==> config.mk <==
export PLATFORM = sky130hd
export DESIGN_NAME = circular_list_store_core_flat
export DESIGN_NICKNAME = d
export VERILOG_FILES = /design/src/hw/rtl/clsc_pkg.sv /design/src/hw/rtl/clsc_req_if.sv /design/src/hw/rtl/clsc_res_if.sv /design/src/hw/rtl/clsc_node_mem.sv /design/src/hw/rtl/clsc_ctrl.sv /design/src/hw/rtl/circular_list_store_core.sv /design/src/flat_wrapper.sv
export VERILOG_INCLUDE_DIRS = /design/src /design/src/hw/rtl
export SDC_FILE = /design/constraint.sdc
export NUM_CORES = 2
export LEC_CHECK = 0
export ABC_CLOCK_PERIOD_IN_PS = 4700
export BUFFER_PORTS_ARGS = -buffer_cell sky130_fd_sc_hd__buf_2
export CORE_UTILIZATION = 45
export CTS_BUF_LIST = sky130_fd_sc_hd__clkbuf_16
export CTS_CLUSTER_SIZE = 12
export DETAILED_ROUTE_END_ITERATION = 10
export PLACE_DENSITY_LB_ADDON = 0.08
export SLEW_MARGIN = 25
export SYNTH_ARGS = -nofsm -noshare
export SYNTH_HDL_FRONTEND = slang
export SYNTH_SLANG_ARGS = --single-unit
export TNS_END_PERCENT = 5
==> constraint.sdc <==
create_clock -name clk -period 4.7 [get_ports clk]
set_input_delay 0.235 -clock clk [delete_from_list [all_inputs] [get_ports clk]]
set_output_delay 0.235 -clock clk [all_outputs]
set_load 0.05 [all_outputs]
==> src/hw/rtl/assert_macros.svh <==
// assertion macros used by the rtl top level
`ifndef ASSERT_MACROS_SVH
`define ASSERT_MACROS_SVH

`ifndef SYNTHESIS
// property must hold at every rising clock edge outside reset
`define CLSC_ASSERT(lbl, clk, rst_n, prop, msg) \
	lbl: assert property (@(posedge clk) disable iff (!rst_n) prop) else $error(msg);
// condition must never be seen outside reset
`define CLSC_NEVER(lbl, clk, rst_n, cond, msg) \
	lbl: assert property (@(posedge clk) disable iff (!rst_n) !(cond)) else $error(msg);
`else
`define CLSC_ASSERT(lbl, clk, rst_n, prop, msg)
`define CLSC_NEVER(lbl, clk, rst_n, cond, msg)
`endif

`endif

==> src/hw/rtl/clsc_pkg.sv <==
// shared constants and types of the circular list store
package clsc_pkg;

	localparam int CAPACITY_DEF   = 64;
	localparam int VALUE_BITS_DEF = 32;

	localparam int ACTION_W = 2;
	localparam int VALUE_W  = 32;
	localparam int STATUS_W = 2;
	localparam int COUNT_W  = 7;

	// request action codes
	localparam logic [ACTION_W-1:0] ACT_INS_TAIL = 2'd0;
	localparam logic [ACTION_W-1:0] ACT_INS_HEAD = 2'd1;
	localparam logic [ACTION_W-1:0] ACT_SEARCH   = 2'd2;
	localparam logic [ACTION_W-1:0] ACT_REMOVE   = 2'd3;

	// result status codes
	localparam logic [STATUS_W-1:0] STATUS_OK        = 2'd0;
	localparam logic [STATUS_W-1:0] STATUS_NOT_FOUND = 2'd1;
	localparam logic [STATUS_W-1:0] STATUS_FULL      = 2'd2;

	typedef struct packed {
		logic                success;
		logic [STATUS_W-1:0] status;
		logic [COUNT_W-1:0]  entry_count;
	} result_t;

endpackage

==> src/hw/rtl/clsc_req_if.sv <==
// request channel of the circular list store
interface clsc_req_if;
	logic                                valid;
	logic                                ready;
	logic        [clsc_pkg::ACTION_W-1:0] action;
	logic signed [clsc_pkg::VALUE_W-1:0]  value;

	modport source(output valid, action, value, input ready);
	modport sink(input valid, action, value, output ready);
endinterface

==> src/hw/rtl/clsc_res_if.sv <==
// result channel of the circular list store
interface clsc_res_if;
	logic                          valid;
	logic                          ready;
	logic                          success;
	logic [clsc_pkg::STATUS_W-1:0] status;
	logic [clsc_pkg::COUNT_W-1:0]  entry_count;

	modport source(output valid, success, status, entry_count, input ready);
	modport sink(input valid, success, status, entry_count, output ready);
endinterface

==> src/hw/rtl/clsc_node_mem.sv <==
// node store: value and link memories with registered read
module clsc_node_mem #(
	parameter int CAPACITY   = clsc_pkg::CAPACITY_DEF,
	parameter int VALUE_BITS = clsc_pkg::VALUE_BITS_DEF
) (
	input  logic                        clk,
	input  logic [$clog2(CAPACITY)-1:0] rd_addr,
	output logic [VALUE_BITS-1:0]       val_rd,
	output logic [$clog2(CAPACITY)-1:0] link_rd,
	input  logic                        val_we,
	input  logic [$clog2(CAPACITY)-1:0] val_waddr,
	input  logic [VALUE_BITS-1:0]       val_wdata,
	input  logic                        link_we,
	input  logic [$clog2(CAPACITY)-1:0] link_waddr,
	input  logic [$clog2(CAPACITY)-1:0] link_wdata
);
	localparam int AW = $clog2(CAPACITY);

	logic [VALUE_BITS-1:0] vals_q  [CAPACITY];
	logic [AW-1:0]         links_q [CAPACITY];

	always_ff @(posedge clk) begin
		if (val_we) begin
			vals_q[val_waddr] <= val_wdata;
		end
		if (link_we) begin
			links_q[link_waddr] <= link_wdata;
		end
		val_rd  <= vals_q[rd_addr];
		link_rd <= links_q[rd_addr];
	end
endmodule

==> src/hw/rtl/clsc_ctrl.sv <==
// sequencer: link init sweep, insert, list walk with shared compare, unlink
module clsc_ctrl #(
	parameter int CAPACITY   = clsc_pkg::CAPACITY_DEF,
	parameter int VALUE_BITS = clsc_pkg::VALUE_BITS_DEF
) (
	input  logic                                 clk,
	input  logic                                 arst_n,
	input  logic                                 req_valid,
	input  logic        [clsc_pkg::ACTION_W-1:0] req_action,
	input  logic signed [clsc_pkg::VALUE_W-1:0]  req_value,
	output logic                                 req_ready,
	input  logic                                 slot_free,
	output logic                                 res_fire,
	output clsc_pkg::result_t                    res,
	output logic        [$clog2(CAPACITY)-1:0]   rd_addr,
	input  logic        [VALUE_BITS-1:0]         val_rd,
	input  logic        [$clog2(CAPACITY)-1:0]   link_rd,
	output logic                                 val_we,
	output logic        [$clog2(CAPACITY)-1:0]   val_waddr,
	output logic        [VALUE_BITS-1:0]         val_wdata,
	output logic                                 link_we,
	output logic        [$clog2(CAPACITY)-1:0]   link_waddr,
	output logic        [$clog2(CAPACITY)-1:0]   link_wdata
);
	localparam int AW = $clog2(CAPACITY);
	localparam int CW = $clog2(CAPACITY + 1);
	localparam int EW = clsc_pkg::COUNT_W;

	typedef enum logic [2:0] {
		S_INIT, S_IDLE, S_INS, S_LINK, S_WALK, S_FREE, S_DONE
	} state_t;

	state_t                          state_q;
	logic [AW-1:0]                   idx_q;
	logic [clsc_pkg::ACTION_W-1:0]   act_q;
	logic [VALUE_BITS-1:0]           val_q;
	logic [AW-1:0]                   head_q, tail_q, free_q, node_q, prev_q;
	logic [CW-1:0]                   count_q, step_q;
	logic                            success_q;
	logic [clsc_pkg::STATUS_W-1:0]   status_q;

	logic          init_last, full, match, walk_last, req_is_ins;
	logic [AW-1:0] idx_next;

	assign init_last  = (idx_q == AW'(CAPACITY - 1));
	assign idx_next   = init_last ? '0 : idx_q + 1'b1;
	assign full       = (count_q == CW'(CAPACITY));
	// the one shared comparator of the walk
	assign match      = (val_rd == val_q);
	assign walk_last  = (step_q == count_q - CW'(1));
	assign req_is_ins = (req_action == clsc_pkg::ACT_INS_TAIL) ||
		(req_action == clsc_pkg::ACT_INS_HEAD);

	assign req_ready = (state_q == S_IDLE);
	assign res_fire  = (state_q == S_DONE) && slot_free;
	assign res       = '{success: success_q, status: status_q, entry_count: EW'(count_q)};

	always_comb begin
		rd_addr    = free_q;
		val_we     = 1'b0;
		val_waddr  = free_q;
		val_wdata  = val_q;
		link_we    = 1'b0;
		link_waddr = node_q;
		link_wdata = free_q;
		case (state_q)
			S_INIT: begin
				link_we    = 1'b1;
				link_waddr = idx_q;
				link_wdata = idx_next;
			end
			S_IDLE: begin
				rd_addr = req_is_ins ? free_q : head_q;
			end
			S_INS: begin
				val_we     = 1'b1;
				link_we    = 1'b1;
				link_waddr = free_q;
				link_wdata = (count_q == '0) ? free_q : head_q;
			end
			S_LINK: begin
				link_we    = 1'b1;
				link_waddr = tail_q;
				link_wdata = node_q;
			end
			S_WALK: begin
				rd_addr = link_rd;
				// bypass the removed node
				if (match && act_q == clsc_pkg::ACT_REMOVE && count_q != CW'(1)) begin
					link_we    = 1'b1;
					link_waddr = prev_q;
					link_wdata = link_rd;
				end
			end
			S_FREE: begin
				link_we    = 1'b1;
				link_waddr = node_q;
				link_wdata = free_q;
			end
			default: begin
			end
		endcase
	end

	always_ff @(posedge clk or negedge arst_n) begin
		if (!arst_n) begin
			state_q   <= S_INIT;
			idx_q     <= '0;
			act_q     <= clsc_pkg::ACT_SEARCH;
			val_q     <= '0;
			head_q    <= '0;
			tail_q    <= '0;
			free_q    <= '0;
			node_q    <= '0;
			prev_q    <= '0;
			count_q   <= '0;
			step_q    <= '0;
			success_q <= 1'b0;
			status_q  <= clsc_pkg::STATUS_OK;
		end else begin
			case (state_q)
				S_INIT: begin
					idx_q <= idx_next;
					if (init_last) begin
						state_q <= S_IDLE;
					end
				end
				S_IDLE: begin
					if (req_valid) begin
						act_q  <= req_action;
						val_q  <= VALUE_BITS'(req_value);
						prev_q <= tail_q;
						node_q <= head_q;
						step_q <= '0;
						if (req_is_ins) begin
							if (full) begin
								success_q <= 1'b0;
								status_q  <= clsc_pkg::STATUS_FULL;
								state_q   <= S_DONE;
							end else begin
								state_q <= S_INS;
							end
						end else if (count_q == '0) begin
							success_q <= 1'b0;
							status_q  <= clsc_pkg::STATUS_NOT_FOUND;
							state_q   <= S_DONE;
						end else begin
							state_q <= S_WALK;
						end
					end
				end
				S_INS: begin
					free_q    <= link_rd;
					node_q    <= free_q;
					count_q   <= count_q + 1'b1;
					success_q <= 1'b1;
					status_q  <= clsc_pkg::STATUS_OK;
					if (count_q == '0) begin
						head_q  <= free_q;
						tail_q  <= free_q;
						state_q <= S_DONE;
					end else begin
						state_q <= S_LINK;
					end
				end
				S_LINK: begin
					if (act_q == clsc_pkg::ACT_INS_TAIL) begin
						tail_q <= node_q;
					end else begin
						head_q <= node_q;
					end
					state_q <= S_DONE;
				end
				S_WALK: begin
					if (match) begin
						success_q <= 1'b1;
						status_q  <= clsc_pkg::STATUS_OK;
						if (act_q == clsc_pkg::ACT_REMOVE) begin
							if (count_q == CW'(1)) begin
								head_q <= '0;
								tail_q <= '0;
							end else begin
								if (node_q == head_q) begin
									head_q <= link_rd;
								end
								if (node_q == tail_q) begin
									tail_q <= prev_q;
								end
							end
							state_q <= S_FREE;
						end else begin
							state_q <= S_DONE;
						end
					end else if (walk_last) begin
						success_q <= 1'b0;
						status_q  <= clsc_pkg::STATUS_NOT_FOUND;
						state_q   <= S_DONE;
					end else begin
						prev_q <= node_q;
						node_q <= link_rd;
						step_q <= step_q + 1'b1;
					end
				end
				S_FREE: begin
					free_q  <= node_q;
					count_q <= count_q - 1'b1;
					state_q <= S_DONE;
				end
				S_DONE: begin
					if (slot_free) begin
						state_q <= S_IDLE;
					end
				end
				default: begin
					state_q <= S_IDLE;
				end
			endcase
		end
	end
endmodule

==> src/hw/rtl/circular_list_store_core.sv <==
// top level of the circular list store
// circular singly linked list of signed values in a store of CAPACITY nodes,
// with head, tail and free-list head pointers kept in registers and the node
// values and links in two single-port-read memories. after reset the block
// runs a link init sweep over all CAPACITY nodes (node i links to i+1, the
// last to node 0) and takes no request meanwhile. one request is worked at a
// time: an insert goes through the insert and link states (the link state
// is skipped for an empty list, and an insert dropped on a full store goes
// straight to done), a search walks at most the entry count of nodes, and a
// remove that finds its value then passes through the free state. the walk
// visits one node per cycle, set by the registered memory read feeding its
// own next address and the one value comparator. the result sits in an
// output register, so the next request is taken while a result waits; a new
// request is taken in the cycle after the result leaves the sequencer.
`include "assert_macros.svh"

module circular_list_store_core #(
	parameter int CAPACITY   = clsc_pkg::CAPACITY_DEF,
	parameter int VALUE_BITS = clsc_pkg::VALUE_BITS_DEF
) (
	input logic       clk,
	input logic       arst_n,
	clsc_req_if.sink  req,
	clsc_res_if.source res
);
	localparam int AW = $clog2(CAPACITY);
	localparam int EW = clsc_pkg::COUNT_W;

	// memory port wires between sequencer and node store
	logic [AW-1:0]         rd_addr;
	logic [VALUE_BITS-1:0] val_rd;
	logic [AW-1:0]         link_rd;
	logic                  val_we;
	logic [AW-1:0]         val_waddr;
	logic [VALUE_BITS-1:0] val_wdata;
	logic                  link_we;
	logic [AW-1:0]         link_waddr;
	logic [AW-1:0]         link_wdata;

	// sequencer result handoff
	logic              slot_free;
	logic              res_fire;
	clsc_pkg::result_t ctrl_res;

	// output register
	logic              res_valid_q;
	clsc_pkg::result_t res_q;

	clsc_node_mem #(
		.CAPACITY  (CAPACITY),
		.VALUE_BITS(VALUE_BITS)
	) u_node_mem (
		.clk       (clk),
		.rd_addr   (rd_addr),
		.val_rd    (val_rd),
		.link_rd   (link_rd),
		.val_we    (val_we),
		.val_waddr (val_waddr),
		.val_wdata (val_wdata),
		.link_we   (link_we),
		.link_waddr(link_waddr),
		.link_wdata(link_wdata)
	);

	clsc_ctrl #(
		.CAPACITY  (CAPACITY),
		.VALUE_BITS(VALUE_BITS)
	) u_ctrl (
		.clk       (clk),
		.arst_n    (arst_n),
		.req_valid (req.valid),
		.req_action(req.action),
		.req_value (req.value),
		.req_ready (req.ready),
		.slot_free (slot_free),
		.res_fire  (res_fire),
		.res       (ctrl_res),
		.rd_addr   (rd_addr),
		.val_rd    (val_rd),
		.link_rd   (link_rd),
		.val_we    (val_we),
		.val_waddr (val_waddr),
		.val_wdata (val_wdata),
		.link_we   (link_we),
		.link_waddr(link_waddr),
		.link_wdata(link_wdata)
	);

	// the output register can take a new result when empty or draining now
	assign slot_free = !res_valid_q || res.ready;

	always_ff @(posedge clk or negedge arst_n) begin
		if (!arst_n) begin
			res_valid_q <= 1'b0;
		end else if (res_fire) begin
			res_valid_q <= 1'b1;
		end else if (res.ready) begin
			res_valid_q <= 1'b0;
		end
	end

	// payload needs no reset, it is qualified by res_valid_q
	always_ff @(posedge clk) begin
		if (res_fire) begin
			res_q <= ctrl_res;
		end
	end

	assign res.valid       = res_valid_q;
	assign res.success     = res_q.success;
	assign res.status      = res_q.status;
	assign res.entry_count = res_q.entry_count;

	// a result never overwrites one still waiting
	`CLSC_ASSERT(a_no_overwrite, clk, arst_n, res_fire |-> slot_free, "result overwritten")
	// one request at a time: busy right after an accept
	`CLSC_ASSERT(a_busy_after_req, clk, arst_n, (req.valid && req.ready) |=> !req.ready, "ready after accept")
	// success goes with status ok and nothing else
	`CLSC_ASSERT(a_success_ok, clk, arst_n, res_valid_q |-> (res_q.success == (res_q.status == clsc_pkg::STATUS_OK)), "success and status disagree")
	// a dropped insert only happens with the store full
	`CLSC_ASSERT(a_full_count, clk, arst_n, (res_valid_q && res_q.status == clsc_pkg::STATUS_FULL) |-> (res_q.entry_count == EW'(CAPACITY)), "full reported below capacity")
endmodule
==> src/flat_wrapper.sv <==
// flat-port wrapper written by rule: the top's interface ports become plain ports
module circular_list_store_core_flat 
#(
	parameter int CAPACITY   = clsc_pkg::CAPACITY_DEF,
	parameter int VALUE_BITS = clsc_pkg::VALUE_BITS_DEF
)
  (clk, arst_n, req_valid, req_action, req_value, req_ready, res_valid, res_success, res_status, res_entry_count, res_ready);
  clsc_req_if req_i ();
  clsc_res_if res_i ();
  input logic clk;
  input logic arst_n;
  input wire logic [$bits(req_i.valid)-1:0] req_valid;
  input wire logic [$bits(req_i.action)-1:0] req_action;
  input wire logic [$bits(req_i.value)-1:0] req_value;
  output wire logic [$bits(req_i.ready)-1:0] req_ready;
  output wire logic [$bits(res_i.valid)-1:0] res_valid;
  output wire logic [$bits(res_i.success)-1:0] res_success;
  output wire logic [$bits(res_i.status)-1:0] res_status;
  output wire logic [$bits(res_i.entry_count)-1:0] res_entry_count;
  input wire logic [$bits(res_i.ready)-1:0] res_ready;
  assign req_i.valid = req_valid;
  assign req_i.action = req_action;
  assign req_i.value = req_value;
  assign req_ready = req_i.ready;
  assign res_valid = res_i.valid;
  assign res_success = res_i.success;
  assign res_status = res_i.status;
  assign res_entry_count = res_i.entry_count;
  assign res_i.ready = res_ready;
  circular_list_store_core #(.CAPACITY(CAPACITY), .VALUE_BITS(VALUE_BITS)) u_core (.clk(clk), .arst_n(arst_n), .req(req_i), .res(res_i));
endmodule
==> impl_metrics.ini <==
[timing]
skew_ns = 0.0478
maxSlewViolCount = 0
slew_headroom_pct = 26.9
tns_ns = 0
tightest_slew_ns = 1.09
clock.fmax_ghz = 0.220
hold_viol_final = 0
setup_ws_ns = 0.147
rsz0062_at_grt = no
fin_crit_sh_pct = 96.9
min_period_ns = 4.55
setup_viol = 0

[global_routing]
grt_usage_pct = 30.1
antenna_found_initial = 23
grt.overflow.total = 0
grt_pass1_vias = 61700
grt_max_degree = 82
grt_first_pass_wirelength_um = 486000

[cts]
clk_path_buf_depth = 4
numCtsBuffers = 294
cts_tree = built
postCtsResizedCells = 0
clock_latency_ns = 0.95
htree_levels = 5
cts_root_buf = clkbuf_16
clk_pin_slew_ns = 0.06
cts_sinks = 2571

[yosys]
ys_seq_area_share_pct = 74.2
synth-main-ff-cell = edfxtp_1
ys_top_cells_by_count = edfxtp_1, nand2_1, mux2i_1, a21oi_1, nor2_1
synth_cells = 6668
synth_top_area_share_pct = 71.2
synth_edf_count = 2442
synthArstFlopShare_pct = 3.54
synthesis.nets = 6712
netlist.top_cell.by_area = edfxtp_1
synth_warnings = 0
synth.area.top_cells = edfxtp_1, mux2i_1, nand2_1
synth-seq-cells = 2571
synth.cell_area_mm2 = 0.103
yosysUniqueCellTypes = 90
syn_avg_cell_area_um2 = 15.4
synth_most_common_cell = edfxtp_1

[setup_path]
cp_slowest_cell = buf_4
path_cells = buf_4, or3b_2, nand3_2, nand2_8, buf_4, buf_4, mux4_2, a22o_1, a22oi_1, o2111ai_1
max_stage_delay_ns = 0.60
cpLargestDelayFamily = buffers and inverters
startpoint_type = flop
cp.arrival_ns = 5.17
worst-path-buf-inv = 3
crit_fanout = 49
cp-end-kind = flop
cpMostUsedCell = buf_4
cp.required_ns = 5.32
path_class = flop to flop

[die]
die_area_mm2 = 0.231
start_util_pct = 45.3
core_mm2 = 0.227
die_h_um = 480
die_w_um = 480
ios = 50
rows = 175

[finish]
nets = 7096
utilization_pct = 52.2
areaGrowthSynthToFinish_pct = 15.3
fill_cells = 18700
drive_gt1_share_pct = 16.7
fin_cells = 10300

[power_and_ir_drop]
power_frac_seq_pct = 34.8
swShare_pct = 40.4
ir_drop_mv = 0.661
p_clk_share_pct = 23.3
intPower_mw = 52.8
switchingPower_mw = 35.8
p_per_area_mw_per_mm2 = 746
leakagePower_nw = 41.5
finalPower_mw = 88.6
combinationalPowerShare_pct = 41.9

[place]
dpl.cell_count = 9718
dp_hpwl_um = 206000
io_buffers = 49
gp_congestion = 0.927
place_ws_ns = 0.0241

[routing]
drt-total-wl_um = 349000
drt_first_pass_iters = 9
viasPerCell = 6.23
num_vias = 64000
drt_iter0_markers = 8273
drc = 0
wl_per_cell_um = 34.0
ant_nets = 0

[hold_path]
hold_path.class = primary input to flop

[status]
status = completed

[flow_run]
max_cap_viol_count = 0
routing by layer:
| metal | track usage [%] | routed length (um) | up-vias |
|---|---|---|---|
| met4 | 9.96 | 11700 | 10 |
| met3 | 4.93 | 28600 | 553 |
| met2 | 47.6 | 164000 | 3188 |
| met5 | 0 | 59 | - |
| li1 | - | - | 26800 |
| met1 | 42.4 | 145000 | 33500 |
kinds of logic after synthesis:
| kind of cell | count (synthesis) | share of synthesized area (%) |
|---|---|---|
| AND/OR/NAND/NOR | 1785 | 7.64 |
| XOR/XNOR | 68 | 0.592 |
| multiplexers | 661 | 7.86 |
| flip-flops | 2571 | 74.2 |
| AO/OA/AOI/OAI | 1130 | 7.55 |
| adder cells (fa/ha/maj) | 6 | 0.0729 |
| buffers and inverters | 447 | 2.13 |
registers in the layout, summed over array words and instances, names as in the netlist, 2 cells and up:
name and count:
u_core.u_ctrl.step_q 7, u_core.u_ctrl.head_q 6, u_core.res.status 2, u_core.u_node_mem.link_rd 6, u_core.u_ctrl.idx_q 6, u_core.u_ctrl.status_q 2
u_core.u_ctrl.state_q 3, u_core.u_node_mem.vals_q 2048, u_core.u_ctrl.val_waddr 6, u_core.u_ctrl.node_q 6, u_core.u_ctrl.act_q 2, u_core.u_node_mem.links_q 384
u_core.u_ctrl.prev_q 6, u_core.res.entry_count 7, u_core.u_node_mem.val_rd 32, u_core.u_ctrl.count_q 7, u_core.u_ctrl.tail_q 6, u_core.u_ctrl.val_wdata 32
layout by cell type (no fill, tap or decap), types with 58 or more instances in the layout:
cell / instances
o221ai_1: 132
nor2_1: 171
o21ai_0: 168
inv_1: 112
mux2_2: 107
mux4_2: 107
edfxtp_1: 2442
dfrtp_1: 58
a221oi_1: 68
mux2i_1: 444
o22ai_1: 102
nor2_4: 67
a21oi_1: 295
buf_4: 346
nand3_1: 165
and3_1: 120
buf_12: 76
clkbuf_16: 301
nand2_1: 1031
path summary, 6_finish.rpt:
path,slack [ns],startpoint,cells after the start,end
worst max-delay path,0.15,u_core.u_ctrl.state_q[1],10,u_core.u_node_mem.val_rd[16]
max in group asynchronous,3.24,arst_n,4,u_core.u_ctrl.act_q[1]
worst max register to register,0.15,u_core.u_ctrl.state_q[1],10,u_core.u_node_mem.val_rd[16]
worst min-delay path,0.06,req_action[0],4,u_core.u_ctrl.act_q[0]
worst min register to register,0.48,u_core.u_ctrl.status_q[0],0,u_core.res.status[0]
min in group asynchronous,0.45,arst_n,3,u_core.u_ctrl.step_q[4]
timing repair:
item,4_1_cts,5_1_grt
buffers inserted,0,3
endpoints found under the hold margin,94,38
endpoints found under the setup margin,0,1
hold buffers,42,1
worst register-to-register path, delay by kind of cell, from the launching register on:
family                 cells  cell delay, ns
buffers and inverters      3            1.41
AOI/OAI and AO/OA          3            1.03
and+or+nand+nor            3            0.94
DFF                        1            0.45
muxes                      1            0.42
area by class of cell:
class,count,area (um2),share of cell area (%)
Clock inverter,197,962,0.810
Clock buffer,301,7530,6.34
Sequential cell,2571,76400,64.4
Inverter,18,67.6,0.0569
Antenna cell,7,17.5,0.0148
Timing Repair Buffer,517,4820,4.06
Tap cell,3009,3760,3.17
Multi-Input combinational cell,3650,25200,21.2
metrics by stage:
stage          hold WS, ns  area (um2)
2_1_floorplan      -0.0606      103000
3_3_place_gp         0.432      110000
3_5_place_dp         0.437      110000
4_1_cts            0.00176      119000
5_1_grt             0.0900      119000
6_report            0.0633      119000
power groups by stage:
| stage | sequential (mW) | clock (mW) | combinational (mW) |
|---|---|---|---|
| after floorplan | 32.1 | 0 | 19.5 |
| after global placement | 31.3 | 0 | 36.3 |
| after detailed placement | 31.3 | 0 | 36.5 |
| after CTS | 30.8 | 20.9 | 36.7 |
| after global routing | 30.9 | 21.8 | 38.8 |
| final | 30.9 | 20.6 | 37.1 |
Note: power is estimated with default switching activity, not from simulation.
